**src/rtl/core/bsli_pkg.sv**
```systemverilog
`timescale 1ns / 1ps
// ----------------------------------------------------------------------------
// Bounded step line interpolator package
// Shared word types, field widths, register indexes and reset values.
// ----------------------------------------------------------------------------
package bsli_pkg;

	localparam int MAX_STEPS = 64;
	localparam int FRAC_BITS = 16;
	localparam int POS_W     = 32;
	localparam int REG_W     = 21;
	localparam int TW_W      = 8;
	localparam int RUN_W     = 9;
	localparam int IDX_W     = 7;
	localparam int CFG_IDX_W = 3;

	typedef enum logic [CFG_IDX_W-1:0] {
		REG_MAX_STEP       = 3'd0,
		REG_FINAL_MAX_STEP = 3'd1,
		REG_MIN_DISTANCE   = 3'd2,
		REG_FORM_OFFSET    = 3'd3,
		REG_TOTAL_WAYPTS   = 3'd4
	} cfg_reg_t;

	localparam logic [REG_W-1:0] MAX_STEP_RST    = 21'd22938;
	localparam logic [REG_W-1:0] FINAL_STEP_RST  = 21'd6554;
	localparam logic [REG_W-1:0] MIN_DIST_RST    = 21'd6554;
	localparam logic [REG_W-1:0] FORM_OFFSET_RST = 21'd26214;
	localparam logic [TW_W-1:0]  TOTAL_WPT_RST   = 8'd22;

	typedef struct packed {
		logic signed [POS_W-1:0] cur_x;
		logic signed [POS_W-1:0] cur_y;
		logic signed [POS_W-1:0] cur_z;
		logic signed [POS_W-1:0] goal_x;
		logic signed [POS_W-1:0] goal_y;
		logic signed [POS_W-1:0] goal_z;
	} req_t;

	typedef struct packed {
		logic signed [POS_W-1:0] x_minus;
		logic signed [POS_W-1:0] x_plus;
		logic signed [POS_W-1:0] y_minus;
		logic signed [POS_W-1:0] y_plus;
		logic signed [POS_W-1:0] z_out;
		logic [IDX_W-1:0]        step_index;
		logic                    last;
		logic                    clamped;
	} pt_t;

endpackage

```
**src/rtl/core/bsli_if.sv**
```systemverilog
`timescale 1ns / 1ps
// ----------------------------------------------------------------------------
// Bounded step line interpolator channels
// Valid/ready channels for request words and formation point words.
// ----------------------------------------------------------------------------
interface bsli_req_if;
	logic           valid;
	logic           ready;
	bsli_pkg::req_t data;
	modport source (output valid, output data, input ready);
	modport sink (input valid, input data, output ready);
endinterface

interface bsli_pt_if;
	logic          valid;
	logic          ready;
	bsli_pkg::pt_t data;
	modport source (output valid, output data, input ready);
	modport sink (input valid, input data, output ready);
endinterface

```
**src/rtl/core/bounded_step_line_interpolator_core.sv**
```systemverilog
`timescale 1ns / 1ps
// ----------------------------------------------------------------------------
// Bounded step line interpolator core
// Splits a 3-D move into bounded steps and spreads each point to a square
// formation, using bit-serial square, root and division units.
// ----------------------------------------------------------------------------
// Channel   Dir  Word                       Handshake
// req       in   cur and goal points        valid/ready
// pt        out  formation point, index     valid/ready
// cfg       in   register index and data    write enable only
//
// A request goes through serial squaring, root, ceiling division and step
// division, then emits one point per cycle while the output is free, unless the
// move is below the minimum distance or the run count is past the waypoint limit.
// One request is in work at a time; ready is high only while idle.
// The output register lets a new request enter while the last point waits.
// Reset clears the run counter and loads the register defaults.
// ----------------------------------------------------------------------------
module bounded_step_line_interpolator_core (
	input  logic                              clk,
	input  logic                              arst_n,
	bsli_req_if.sink                          req,
	bsli_pt_if.source                         pt,
	input  logic                              cfg_we,
	input  logic [bsli_pkg::CFG_IDX_W-1:0]    cfg_idx,
	input  logic [bsli_pkg::REG_W-1:0]        cfg_wdata
);

	typedef enum logic [2:0] {
		ST_IDLE, ST_SQ, ST_ROOT, ST_CHK, ST_DIVC, ST_NSEL, ST_DIVN, ST_EMIT
	} state_t;

	localparam int PW = bsli_pkg::POS_W;
	localparam int RW = bsli_pkg::REG_W;
	localparam int IW = bsli_pkg::IDX_W;

	state_t state_q;
	logic [5:0] cnt_q;
	logic [1:0] axis_q;
	logic [bsli_pkg::RUN_W-1:0] run_q;
	logic [RW-1:0] max_step_q, final_step_q, min_dist_q, offset_q;
	logic [bsli_pkg::TW_W-1:0] tw_q;
	logic pt_valid_q, emit_ok_q, clamp_q;
	logic [IW-1:0] n_q, idx_q;

	logic signed [PW-1:0] cur_q [3];
	logic [2:0] neg_q;
	logic [PW:0] mag_q [3];
	logic [PW:0] m_q;
	logic [65:0] mcand_q;
	logic [PW:0] mplier_q;
	logic [67:0] acc_q;
	logic [33:0] root_q;
	logic [36:0] rem_q;
	logic [RW-1:0] lim_q;
	logic [33:0] num_q, cq_q;
	logic [RW:0] drem_q;
	logic [PW:0] dv_q [3];
	logic [PW:0] qa_q [3];
	logic [IW-1:0] ra_q [3];
	logic [PW:0] qs_q [3];
	logic [IW-1:0] rs_q [3];
	bsli_pkg::pt_t pt_q;

	logic req_acc, emit_fire;
	logic signed [PW:0] d_in [3];
	logic [PW:0] mag_in [3];
	logic [PW:0] m_in;
	logic [36:0] rem_sh;
	logic [35:0] trial;
	logic root_ge;
	logic [RW:0] dtry;
	logic dge;
	logic [RW-1:0] lim_sel;
	logic [17:0] fl;
	logic [IW-1:0] n_sel;
	logic clamp_sel;
	logic [PW:0] qs_n [3];
	logic [IW-1:0] rs_n [3];
	logic [IW:0] dq_t [3];
	logic dq_ge [3];
	logic signed [33:0] p_s [3];
	logic signed [33:0] pm_x, pp_x, pm_y, pp_y;
	logic [IW-1:0] idx_n;

	function automatic logic signed [PW-1:0] sat32(input logic signed [33:0] v);
		logic signed [PW-1:0] r;
		if (v > 34'sh0_7FFF_FFFF) begin
			r = 32'sh7FFF_FFFF;
		end else if (v < -34'sh0_8000_0000) begin
			r = -32'sh8000_0000;
		end else begin
			r = v[PW-1:0];
		end
		return r;
	endfunction

	assign req.ready = (state_q == ST_IDLE);
	assign req_acc   = req.valid && req.ready;
	assign pt.valid  = pt_valid_q;
	assign pt.data   = pt_q;
	assign emit_fire = (state_q == ST_EMIT) && (!pt_valid_q || pt.ready);

	always_comb begin
		d_in[0] = {req.data.goal_x[PW-1], req.data.goal_x} - {req.data.cur_x[PW-1], req.data.cur_x};
		d_in[1] = {req.data.goal_y[PW-1], req.data.goal_y} - {req.data.cur_y[PW-1], req.data.cur_y};
		d_in[2] = {req.data.goal_z[PW-1], req.data.goal_z} - {req.data.cur_z[PW-1], req.data.cur_z};
		for (int a = 0; a < 3; a++) begin
			mag_in[a] = d_in[a][PW] ? (PW+1)'(0) - d_in[a] : d_in[a];
		end
		m_in = mag_in[0];
		if (mag_in[1] > m_in) begin
			m_in = mag_in[1];
		end
		if (mag_in[2] > m_in) begin
			m_in = mag_in[2];
		end
	end

	always_comb begin
		rem_sh  = {rem_q[34:0], acc_q[67:66]};
		trial   = {root_q, 2'b01};
		root_ge = rem_sh >= {1'b0, trial};
		dtry    = {drem_q[RW-1:0], num_q[33]};
		dge     = dtry >= {1'b0, lim_q};
		lim_sel = (({1'b0, run_q} + 10'd2) > {2'b00, tw_q}) ? final_step_q : max_step_q;
		if (lim_sel == '0) begin
			lim_sel = RW'(1);
		end
		fl = root_q[33:bsli_pkg::FRAC_BITS];
		clamp_sel = (fl > 18'(bsli_pkg::MAX_STEPS)) || (cq_q > 34'(bsli_pkg::MAX_STEPS));
		if (clamp_sel) begin
			n_sel = IW'(bsli_pkg::MAX_STEPS);
		end else begin
			n_sel = IW'(1);
			if (fl[IW-1:0] > n_sel) begin
				n_sel = fl[IW-1:0];
			end
			if (cq_q[IW-1:0] > n_sel) begin
				n_sel = cq_q[IW-1:0];
			end
		end
	end

	always_comb begin
		for (int a = 0; a < 3; a++) begin
			dq_t[a]  = {ra_q[a], dv_q[a][PW]};
			dq_ge[a] = dq_t[a] >= {1'b0, n_q};
		end
	end

	always_comb begin
		logic [IW:0] rsum;
		logic c;
		for (int a = 0; a < 3; a++) begin
			rsum = {1'b0, rs_q[a]} + {1'b0, ra_q[a]};
			c = rsum >= {1'b0, n_q};
			rs_n[a] = c ? IW'(rsum - {1'b0, n_q}) : rsum[IW-1:0];
			qs_n[a] = qs_q[a] + qa_q[a] + {{PW{1'b0}}, c};
			p_s[a] = {{2{cur_q[a][PW-1]}}, cur_q[a]}
				+ (neg_q[a] ? 34'sd0 - $signed({1'b0, qs_n[a]}) : $signed({1'b0, qs_n[a]}));
		end
		pm_x  = p_s[0] - $signed({13'd0, offset_q});
		pp_x  = p_s[0] + $signed({13'd0, offset_q});
		pm_y  = p_s[1] - $signed({13'd0, offset_q});
		pp_y  = p_s[1] + $signed({13'd0, offset_q});
		idx_n = idx_q + IW'(1);
	end

	always_ff @(posedge clk or negedge arst_n) begin
		if (!arst_n) begin
			state_q      <= ST_IDLE;
			cnt_q        <= '0;
			axis_q       <= '0;
			run_q        <= '0;
			max_step_q   <= bsli_pkg::MAX_STEP_RST;
			final_step_q <= bsli_pkg::FINAL_STEP_RST;
			min_dist_q   <= bsli_pkg::MIN_DIST_RST;
			offset_q     <= bsli_pkg::FORM_OFFSET_RST;
			tw_q         <= bsli_pkg::TOTAL_WPT_RST;
			pt_valid_q   <= 1'b0;
			emit_ok_q    <= 1'b0;
			clamp_q      <= 1'b0;
			n_q          <= IW'(1);
			idx_q        <= '0;
		end else begin
			if (cfg_we) begin
				unique case (cfg_idx)
					bsli_pkg::REG_MAX_STEP:       max_step_q <= cfg_wdata;
					bsli_pkg::REG_FINAL_MAX_STEP: final_step_q <= cfg_wdata;
					bsli_pkg::REG_MIN_DISTANCE:   min_dist_q <= cfg_wdata;
					bsli_pkg::REG_FORM_OFFSET:    offset_q <= cfg_wdata;
					bsli_pkg::REG_TOTAL_WAYPTS:   tw_q <= cfg_wdata[bsli_pkg::TW_W-1:0];
					default: ;
				endcase
			end
			if (emit_fire) begin
				pt_valid_q <= 1'b1;
			end else if (pt.ready) begin
				pt_valid_q <= 1'b0;
			end
			unique case (state_q)
				ST_IDLE: begin
					if (req_acc) begin
						state_q <= ST_SQ;
						cnt_q   <= '0;
						axis_q  <= '0;
					end
				end
				ST_SQ: begin
					if (cnt_q == 6'd32) begin
						cnt_q <= '0;
						if (axis_q == 2'd2) begin
							state_q <= ST_ROOT;
						end else begin
							axis_q <= axis_q + 2'd1;
						end
					end else begin
						cnt_q <= cnt_q + 6'd1;
					end
				end
				ST_ROOT: begin
					cnt_q <= cnt_q + 6'd1;
					if (cnt_q == 6'd33) begin
						state_q <= ST_CHK;
					end
				end
				ST_CHK: begin
					cnt_q <= '0;
					if (root_q < {13'd0, min_dist_q}) begin
						state_q <= ST_IDLE;
					end else begin
						state_q   <= ST_DIVC;
						emit_ok_q <= {1'b0, run_q} <= ({2'b00, tw_q} + 10'd1);
						if (run_q != '1) begin
							run_q <= run_q + 9'd1;
						end
					end
				end
				ST_DIVC: begin
					cnt_q <= cnt_q + 6'd1;
					if (cnt_q == 6'd33) begin
						state_q <= ST_NSEL;
					end
				end
				ST_NSEL: begin
					n_q     <= n_sel;
					clamp_q <= clamp_sel;
					cnt_q   <= '0;
					state_q <= ST_DIVN;
				end
				ST_DIVN: begin
					cnt_q <= cnt_q + 6'd1;
					if (cnt_q == 6'd32) begin
						idx_q   <= '0;
						state_q <= emit_ok_q ? ST_EMIT : ST_IDLE;
					end
				end
				ST_EMIT: begin
					if (emit_fire) begin
						idx_q <= idx_n;
						if (idx_n == n_q) begin
							state_q <= ST_IDLE;
						end
					end
				end
				default: state_q <= ST_IDLE;
			endcase
		end
	end

	always_ff @(posedge clk) begin
		if (req_acc) begin
			cur_q[0] <= req.data.cur_x;
			cur_q[1] <= req.data.cur_y;
			cur_q[2] <= req.data.cur_z;
			for (int a = 0; a < 3; a++) begin
				neg_q[a] <= d_in[a][PW];
				mag_q[a] <= mag_in[a];
			end
			m_q      <= m_in;
			mcand_q  <= {33'd0, mag_in[0]};
			mplier_q <= mag_in[0];
			acc_q    <= '0;
			root_q   <= '0;
			rem_q    <= '0;
		end
		if (state_q == ST_SQ) begin
			if (mplier_q[0]) begin
				acc_q <= acc_q + {2'b00, mcand_q};
			end
			if (cnt_q == 6'd32) begin
				mcand_q  <= {33'd0, (axis_q == 2'd0) ? mag_q[1] : mag_q[2]};
				mplier_q <= (axis_q == 2'd0) ? mag_q[1] : mag_q[2];
			end else begin
				mcand_q  <= {mcand_q[64:0], 1'b0};
				mplier_q <= {1'b0, mplier_q[PW:1]};
			end
		end
		if (state_q == ST_ROOT) begin
			acc_q  <= {acc_q[65:0], 2'b00};
			root_q <= {root_q[32:0], root_ge};
			rem_q  <= root_ge ? rem_sh - {1'b0, trial} : rem_sh;
		end
		if (state_q == ST_CHK) begin
			lim_q  <= lim_sel;
			num_q  <= {1'b0, m_q} + {13'd0, lim_sel} - 34'd1;
			drem_q <= '0;
			cq_q   <= '0;
		end
		if (state_q == ST_DIVC) begin
			drem_q <= dge ? dtry - {1'b0, lim_q} : dtry;
			num_q  <= {num_q[32:0], 1'b0};
			cq_q   <= {cq_q[32:0], dge};
		end
		if (state_q == ST_NSEL) begin
			for (int a = 0; a < 3; a++) begin
				dv_q[a] <= mag_q[a];
				ra_q[a] <= '0;
				qa_q[a] <= '0;
			end
		end
		if (state_q == ST_DIVN) begin
			for (int a = 0; a < 3; a++) begin
				ra_q[a] <= dq_ge[a] ? IW'(dq_t[a] - {1'b0, n_q}) : dq_t[a][IW-1:0];
				dv_q[a] <= {dv_q[a][PW-1:0], 1'b0};
				qa_q[a] <= {qa_q[a][PW-1:0], dq_ge[a]};
				qs_q[a] <= '0;
				rs_q[a] <= '0;
			end
		end
		if (emit_fire) begin
			for (int a = 0; a < 3; a++) begin
				qs_q[a] <= qs_n[a];
				rs_q[a] <= rs_n[a];
			end
			pt_q.x_minus    <= sat32(pm_x);
			pt_q.x_plus     <= sat32(pp_x);
			pt_q.y_minus    <= sat32(pm_y);
			pt_q.y_plus     <= sat32(pp_y);
			pt_q.z_out      <= sat32(p_s[2]);
			pt_q.step_index <= idx_n;
			pt_q.last       <= (idx_n == n_q);
			pt_q.clamped    <= clamp_q;
		end
	end

endmodule

```
**src/flat_wrapper.sv**
```systemverilog
// flat-port wrapper written by rule: the top's interface ports become plain ports
module bounded_step_line_interpolator_core_flat 
  (clk, arst_n, cfg_we, cfg_idx, cfg_wdata, req_valid, req_data, req_ready, pt_valid, pt_data, pt_ready);
  bsli_req_if req_i ();
  bsli_pt_if pt_i ();
  input  logic clk;
  input  logic arst_n;
  input  logic cfg_we;
  input  logic [bsli_pkg::CFG_IDX_W-1:0] cfg_idx;
  input  logic [bsli_pkg::REG_W-1:0] cfg_wdata;
  input wire logic [$bits(req_i.valid)-1:0] req_valid;
  input wire logic [$bits(req_i.data)-1:0] req_data;
  output wire logic [$bits(req_i.ready)-1:0] req_ready;
  output wire logic [$bits(pt_i.valid)-1:0] pt_valid;
  output wire logic [$bits(pt_i.data)-1:0] pt_data;
  input wire logic [$bits(pt_i.ready)-1:0] pt_ready;
  assign req_i.valid = req_valid;
  assign req_i.data = req_data;
  assign req_ready = req_i.ready;
  assign pt_valid = pt_i.valid;
  assign pt_data = pt_i.data;
  assign pt_i.ready = pt_ready;
  bounded_step_line_interpolator_core u_core (.clk(clk), .arst_n(arst_n), .req(req_i), .pt(pt_i), .cfg_we(cfg_we), .cfg_idx(cfg_idx), .cfg_wdata(cfg_wdata));
endmodule
```
**config.mk**
```make
export PLATFORM = sky130hd
export DESIGN_NAME = bounded_step_line_interpolator_core_flat
export DESIGN_NICKNAME = d
export VERILOG_FILES = /design/src/rtl/core/bsli_pkg.sv /design/src/rtl/core/bsli_if.sv /design/src/rtl/core/bounded_step_line_interpolator_core.sv /design/src/flat_wrapper.sv
export SDC_FILE = /design/constraint.sdc
export NUM_CORES = 2
export LEC_CHECK = 0
export ABC_AREA = 0
export CAP_MARGIN = 20
export CORE_MARGIN = 8
export CORE_UTILIZATION = 60
export CTS_BUF_LIST = sky130_fd_sc_hd__clkbuf_8
export DETAILED_ROUTE_END_ITERATION = 6
export DONT_BUFFER_PORTS = 1
export PLACE_DENSITY = 0.78
export SETUP_SLACK_MARGIN = 0.1
export SLEW_MARGIN = 20
export SYNTH_ARGS = -nofsm -noshare
export SYNTH_HDL_FRONTEND = slang
export SYNTH_SLANG_ARGS = --single-unit
```
**constraint.sdc**
```tcl
create_clock -name clk -period 18.3 [get_ports clk]
set_input_delay 0.915 -clock clk [delete_from_list [all_inputs] [get_ports clk]]
set_output_delay 0.915 -clock clk [all_outputs]
set_load 0.02 [all_outputs]
```
# Word-level counts from Yosys, hierarchy flattened
# Memories as Yosys holds them, arrays and structs flattened.
# Cells that the tools add are included.
# Widths: inputs -> output; s select.
dict set report word_totals {
  ff_bits 680
  output_inout_bits 171
  latchBits 0
  memories 7
  wordCells 275
  inputBits 221
  ram_bits 534
  romBits 0
}
dict set report op_classes {
  div_mod_pow 0
  mul 0
  n_bitwise 16
  shifts 0
  add_sub_neg 42
  muxes 94
  eq_ne 25
  magnitude_cmp 27
  reduce_logical 29
}
# memory words word_bits rd rd_ports_with_merged_regs write_ports line
set memory_table {}
lappend memory_table {u_core.dv_q 3 33 3 0 3 bounded_step_line_interpolator_core.sv:58} ;# logic [PW:0] dv_q [3];
lappend memory_table {u_core.mag_q 3 33 3 0 3 bounded_step_line_interpolator_core.sv:48} ;# logic [PW:0] mag_q [3];
lappend memory_table {u_core.qa_q 3 33 3 0 3 bounded_step_line_interpolator_core.sv:59} ;# logic [PW:0] qa_q [3];
lappend memory_table {u_core.qs_q 3 33 3 0 3 bounded_step_line_interpolator_core.sv:61} ;# logic [PW:0] qs_q [3];
lappend memory_table {u_core.cur_q 3 32 3 0 3 bounded_step_line_interpolator_core.sv:46} ;# logic signed [PW-1:0] cur_q [3];
lappend memory_table {u_core.ra_q 3 7 3 0 3 bounded_step_line_interpolator_core.sv:60} ;# logic [IW-1:0] ra_q [3];
lappend memory_table {{+1 memories} n/a n/a n/a n/a n/a n/a}
# cell count
set op_table {}
lappend op_table {{$mux 33} 18}
lappend op_table {{$mux 34} 9}
lappend op_table {{$mux 68} 4}
lappend op_table {{$mux 66} 3}
lappend op_table {{$gt 34x32->1 const B} 5}
lappend op_table {{$lt 34x32->1 const B} 5}
lappend op_table {{$mux 32} 5}
lappend op_table {{$mux 7} 18}
lappend op_table {{$mux 21} 5}
lappend op_table {{$mux 35} 3}
lappend op_table {{$add 34x34->34} 3}
lappend op_table {{$sub 1x33->34 const A} 3}
lappend op_table {{$add 33x1->33} 3}
lappend op_table {{$add 33x33->33} 3}
lappend op_table {{$sub 1x33->33 const A} 3}
lappend op_table {{$sub 32x32->33} 3}
lappend op_table {{$add 34x22->34} 2}
lappend op_table {{$add 68x66->68} 1}
lappend op_table {{$sub 34x22->34} 2}
lappend op_table {{$gt 33x33->1} 2}
lappend op_table {{$ge 8x7->1} 6}
lappend op_table {{$sub 7x7->7} 6}
lappend op_table {{$ge 37x36->1} 1}
lappend op_table {{$sub 35x35->35} 1}
lappend op_table {{other kinds (51)} 119}

# Logic depth before layout (Yosys ltp)
# An unclocked memory read counts as a cell.
dict set report depth {
  ltp_word 10
  ltp_mapped 52
  depth_no_buf 48
}

# Worst setup path after synthesis
# OpenSTA, ideal clock, no wires.
dict set report synth_timing {
  path_kind {reg-to-reg}
  from {memory u_core.ra_q[0][7] (netlist name)}
  to {register u_core.pt_q (netlist bit u_core.pt.data[100]) (data pin)}
  arrival_time_ps 10214
  setup_ps 259
  period_less_slack_ps 10473
  path_stages_with_launch 51
  n_path_buf 5
  required_time_ps 18041
  setup_slack_ps 7827
  cell_sequence {edfxtp_1 ha_1 fa_1 a21oi_1 nor2_1 nor2_1 xnor2_1 ha_1 inv_1 o21bai_1 a21oi_1 o21ai_0 a21oi_1 o21ai_1 inv_1 fa_1 fa_1 nand2b_1 (+15 left out) xor2_1 ha_1 clkbuf_1 a21o_1 a21oi_1 nor2_1 or3_1 o21a_1 or3_1 clkbuf_1 or4_1 clkbuf_1 and2_1 mux2_2 a2bb2oi_2 buf_4 buf_4 a21oi_1}
}
# item line
set synth_lines {}
lappend synth_lines {{from (decl)} bounded_step_line_interpolator_core.sv:60}
lappend synth_lines {{to (decl)} bounded_step_line_interpolator_core.sv:63} ;# bsli_pkg::pt_t pt_q;

==> results.py <==
metrics = {
    "run_status": {
        "status": "finished, violations left",
        "violations": "design-rule violations",
    },
    "critical_path": {
        "crit_type": "reg2reg",
        "cp_slowest_stage_delay_ns": 0.76,
        "r2r_slack_ns": 6.20,
        "r2r_end": "u_core.pt.data[130]$_SDFFCE_PN1P_",
        "worst_ep_arrival_time_ns": 12.74,
        "worstPathMaxFanout": 26,
        "worstPathRequired_ns": 18.94,
        "start_kind": "flop",
        "r2r-start": "u_core.ra_q[0][0]$_SDFFCE_PN0P_",
        "critPathCaptureType": "flop",
        "reg2reg_depth": 42,
        "crit_start": "u_core.ra_q[0][0]$_SDFFCE_PN0P_",
        "slowest_stage": "and2_1",
    },
    "yosys": {
        "ys_warn_count": 0,
        "synthesis.area_mm2": 0.0863,
        "synth_compound_area_share_pct": 18.0,
        "synth_xor_area_share_pct": 7.33,
        "yosys.area_share.simple_pct": 15.6,
        "yosysTopAreaCellShare_pct": 35.3,
        "synthArstFlopShare_pct": 10.6,
        "yosys.cell_types.count": 110,
        "synthMuxAreaShare_pct": 2.66,
        "synth-edff-count": 1016,
        "ys_seq_area_share_pct": 40.7,
        "synthCells": 9098,
        "synth.area.top_cells": "edfxtp_1 (35%), ha_1 (11%), xnor2_1 (4.6%), a21oi_1 (4.0%), nand2_1 (3.5%)",
        "yosysTopAreaCell": "edfxtp_1",
        "synth-seq-cells": 1214,
        "synth_top_family_by_area": "compound AO/OA/AOI/OAI gates",
        "synthesis.nets": 10088,
        "synthAdderAreaFrac_pct": 11.4,
        "yosysMostFrequentCell": "edfxtp_1",
        "synth_flop_cell": "edfxtp_1",
        "avgSynthCellArea_um2": 9.49,
        "post_synth_most_frequent_cells": "edfxtp_1 (1,016), nand2_1 (794), nor2_1 (767)",
    },
    "worst_hold_path": {
        "min_path_cells": 0,
        "hp-class": "in2reg",
        "whs_endpoint": "u_core.cur_q[0][12]$_DFFE_PP_",
        "min_from": "req_data[172]",
    },
    "clock_tree": {
        "post-cts-setup-buffers": 0,
        "tritoncts": "yes",
        "clkTransAtPathRegs_ns": 0.06,
        "htreeDepth": 4,
        "clk-insertion-delay-late_ns": 0.97,
        "clockRootBuffer": "clkbuf_8",
        "clockBufferDepth": 3,
        "cts.sinks": 1214,
        "numCtsBuffers": 207,
    },
    "grt": {
        "grt_pass1_wl_mm": 399,
        "track_usage_pct": 32.1,
        "overflow": 0,
        "antenna_found_initial": 50,
        "grt_max_degree": 130,
        "grt_pass1_vias": 67911,
    },
    "floorplanning": {
        "die-area_mm2": 0.156,
        "ios": 392,
        "die_x_um": 395,
        "die_h_um": 395,
        "start_util_pct": 60.3,
        "num_rows": 139,
        "core_mm2": 0.143,
    },
    "detailed_routing": {
        "wire_per_inst_um": 23.4,
        "ant_nets": 0,
        "drt_wl_total_mm": 264,
        "vias": 71653,
        "drc": 4,
        "vias_per_cell": 6.34,
        "drt_iter0_drc": 7121,
        "first_pass_iters": 6,
    },
    "cells_and_area": {
        "layout.nets": 10146,
        "syn_to_final_growth_pct": 8.62,
        "drive_gt1_share_pct": 7.20,
    },
    "sta": {
        "worst-slew-pin-transition_ns": 1.15,
        "skew_ns": 0.0614,
        "clock.fmax_mhz": 82.6,
        "fin_ws_ns": 6.20,
        "setup_violations": 0,
        "hold_ws_ns": 0.0761,
        "layout_min_cycle_time_ns": 12.10,
        "final-hold-violation-count": 0,
        "post-route-period-util_pct": 66.1,
        "relSlewSlack_pct": 23.6,
        "tns_ns": 0,
        "rsz0062_at_grt": "false",
        "final_max_slew_viol_count": 0,
    },
    "pwr": {
        "power_uw": 7710,
        "leakagePower_uw": 0.0401,
        "vdd.ir_drop.worst_uv": 102,
        "power.density_mw_per_mm2": 82.2,
    },
    "placement": {
        "dp_hpwl_mm": 198,
        "place_congestion": 1.02,
        "io_buffers": 0,
        "post-place-ws_ns": 6.40,
    },
    "flow_run": {
        "maxCapViolCount": 0,
    },
}
[cell type report]
type	instances	area, um2
clock inverters	169	1320
clock buffers	223	3070
diodes	56	140
repair buffers	180	1650
fillers	11509	49500
multi-input cells	6925	47700
well taps	1903	2380
flip-flops and latches	1214	35200
inverters	628	2370
[how the worst max path moves through the flow]
stage                                                    to  slack [ns]  depth (start not counted)
after detailed placement  u_core.pt.data[130]$_SDFFCE_PN1P_        6.40                         42
final                     u_core.pt.data[130]$_SDFFCE_PN1P_        6.20                         42
after CTS                 u_core.pt.data[130]$_SDFFCE_PN1P_        6.30                         42
after global routing      u_core.pt.data[130]$_SDFFCE_PN1P_        5.19                         42
after floorplan           u_core.pt.data[100]$_SDFFCE_PN1P_        7.83                         50
after global placement    u_core.pt.data[119]$_SDFFCE_PN1P_        6.51                         42
[critical path: cells and delay by family (launching register included)]
family / cells / cell delay [ns]
buf+inv: 3 / 0.51
xor+xnor: 3 / 0.43
fa+ha+maj: 7 / 2.78
flops: 1 / 0.44
compound gates: 15 / 3.11
simple gates: 14 / 4.49
[state kept, by name, summed over array words and instances (netlist names), 35 cells and up]
| name | flops |
|---|---|
| u_core.pt.data | 169 |
| u_core.dv_q | 99 |
| u_core.mag_q | 99 |
| u_core.qa_q | 99 |
| u_core.qs_q | 99 |
| u_core.cur_q | 96 |
| u_core.acc_q | 68 |
| u_core.mcand_q | 66 |
| u_core.rem_q | 35 |
[metal layers]
layer | track usage (%) | vias to the layer above | routed length (um)
met4 | 15.6 | 4 | 13400
met2 | 50.3 | 3247 | 118000
met5 | 0 | - | 23
met1 | 42.4 | 34463 | 107000
li1 | - | 33291 | -
met3 | 6.91 | 648 | 25500
[cells by family (layout without fill, tap and decap cells)]
kind of cell / after synthesis / in the layout
AND/OR/NAND/NOR: 2804 / 2804
AO/OA/AOI/OAI: 2416 / 2416
flip-flops: 1214 / 1214
buffers and inverters: 959 / 1200
adder cells (fa/ha/maj): 769 / 769
XOR/XNOR: 720 / 720
multiplexers: 216 / 216
other: 0 / 56
[cells in the final DEF, fill, tap and decap left out, types with 37 or more instances in the layout]
cell and instances:
edfxtp_1 1016, nand2_1 790, nor2_1 764, ha_1 741, a21oi_1 684, inv_1 677, o21ai_0 501, xnor2_1 454
a21o_1 312, xor2_1 263, clkbuf_8 223, nand3_1 203, and2_1 194, nor3_1 144, mux2i_1 111, and3_1 110
a211oi_1 110, mux2_2 105, o31ai_1 102, nand4_1 98, nor2b_1 97, nand2b_1 95, dfrtp_1 95, dlygate4sd3_1 93
o21a_1 83, buf_4 81, o21bai_1 77, dfxtp_1 69, a31oi_1 65, nor4_1 60, or2_2 57, or3_1 57
diode_2 56, o211ai_1 53, clkinv_1 40, clkinv_2 37
[report_power, final]
part | leakage (uW) | switching, uW | internal, uW
sequential | 0.0122 | 48.8 | 3110
combinational | 0.0254 | 1180 | 721
clock | 0.00245 | 1240 | 1410
[timing repair]
item | CTS | global route
endpoints found under the setup margin | 0 | 0
hold endpoints to repair | 223 | 0
resized for setup | 0 | 0
hold buffers | 94 | 0
[per-stage QoR]
stage / area (um2) / instances / utilization [%]
CTS: 93600 / 11239 / 65.3
detailed placement: 88200 / 10753 / 61.6
floorplan: 86300 / 9098 / -
global placement: 88200 / 10751 / 61.6
global route: 93800 / 11283 / 65.4
finish: 93800 / 11298 / 65.4
No activity file was read; power rests on OpenSTA's default activity.
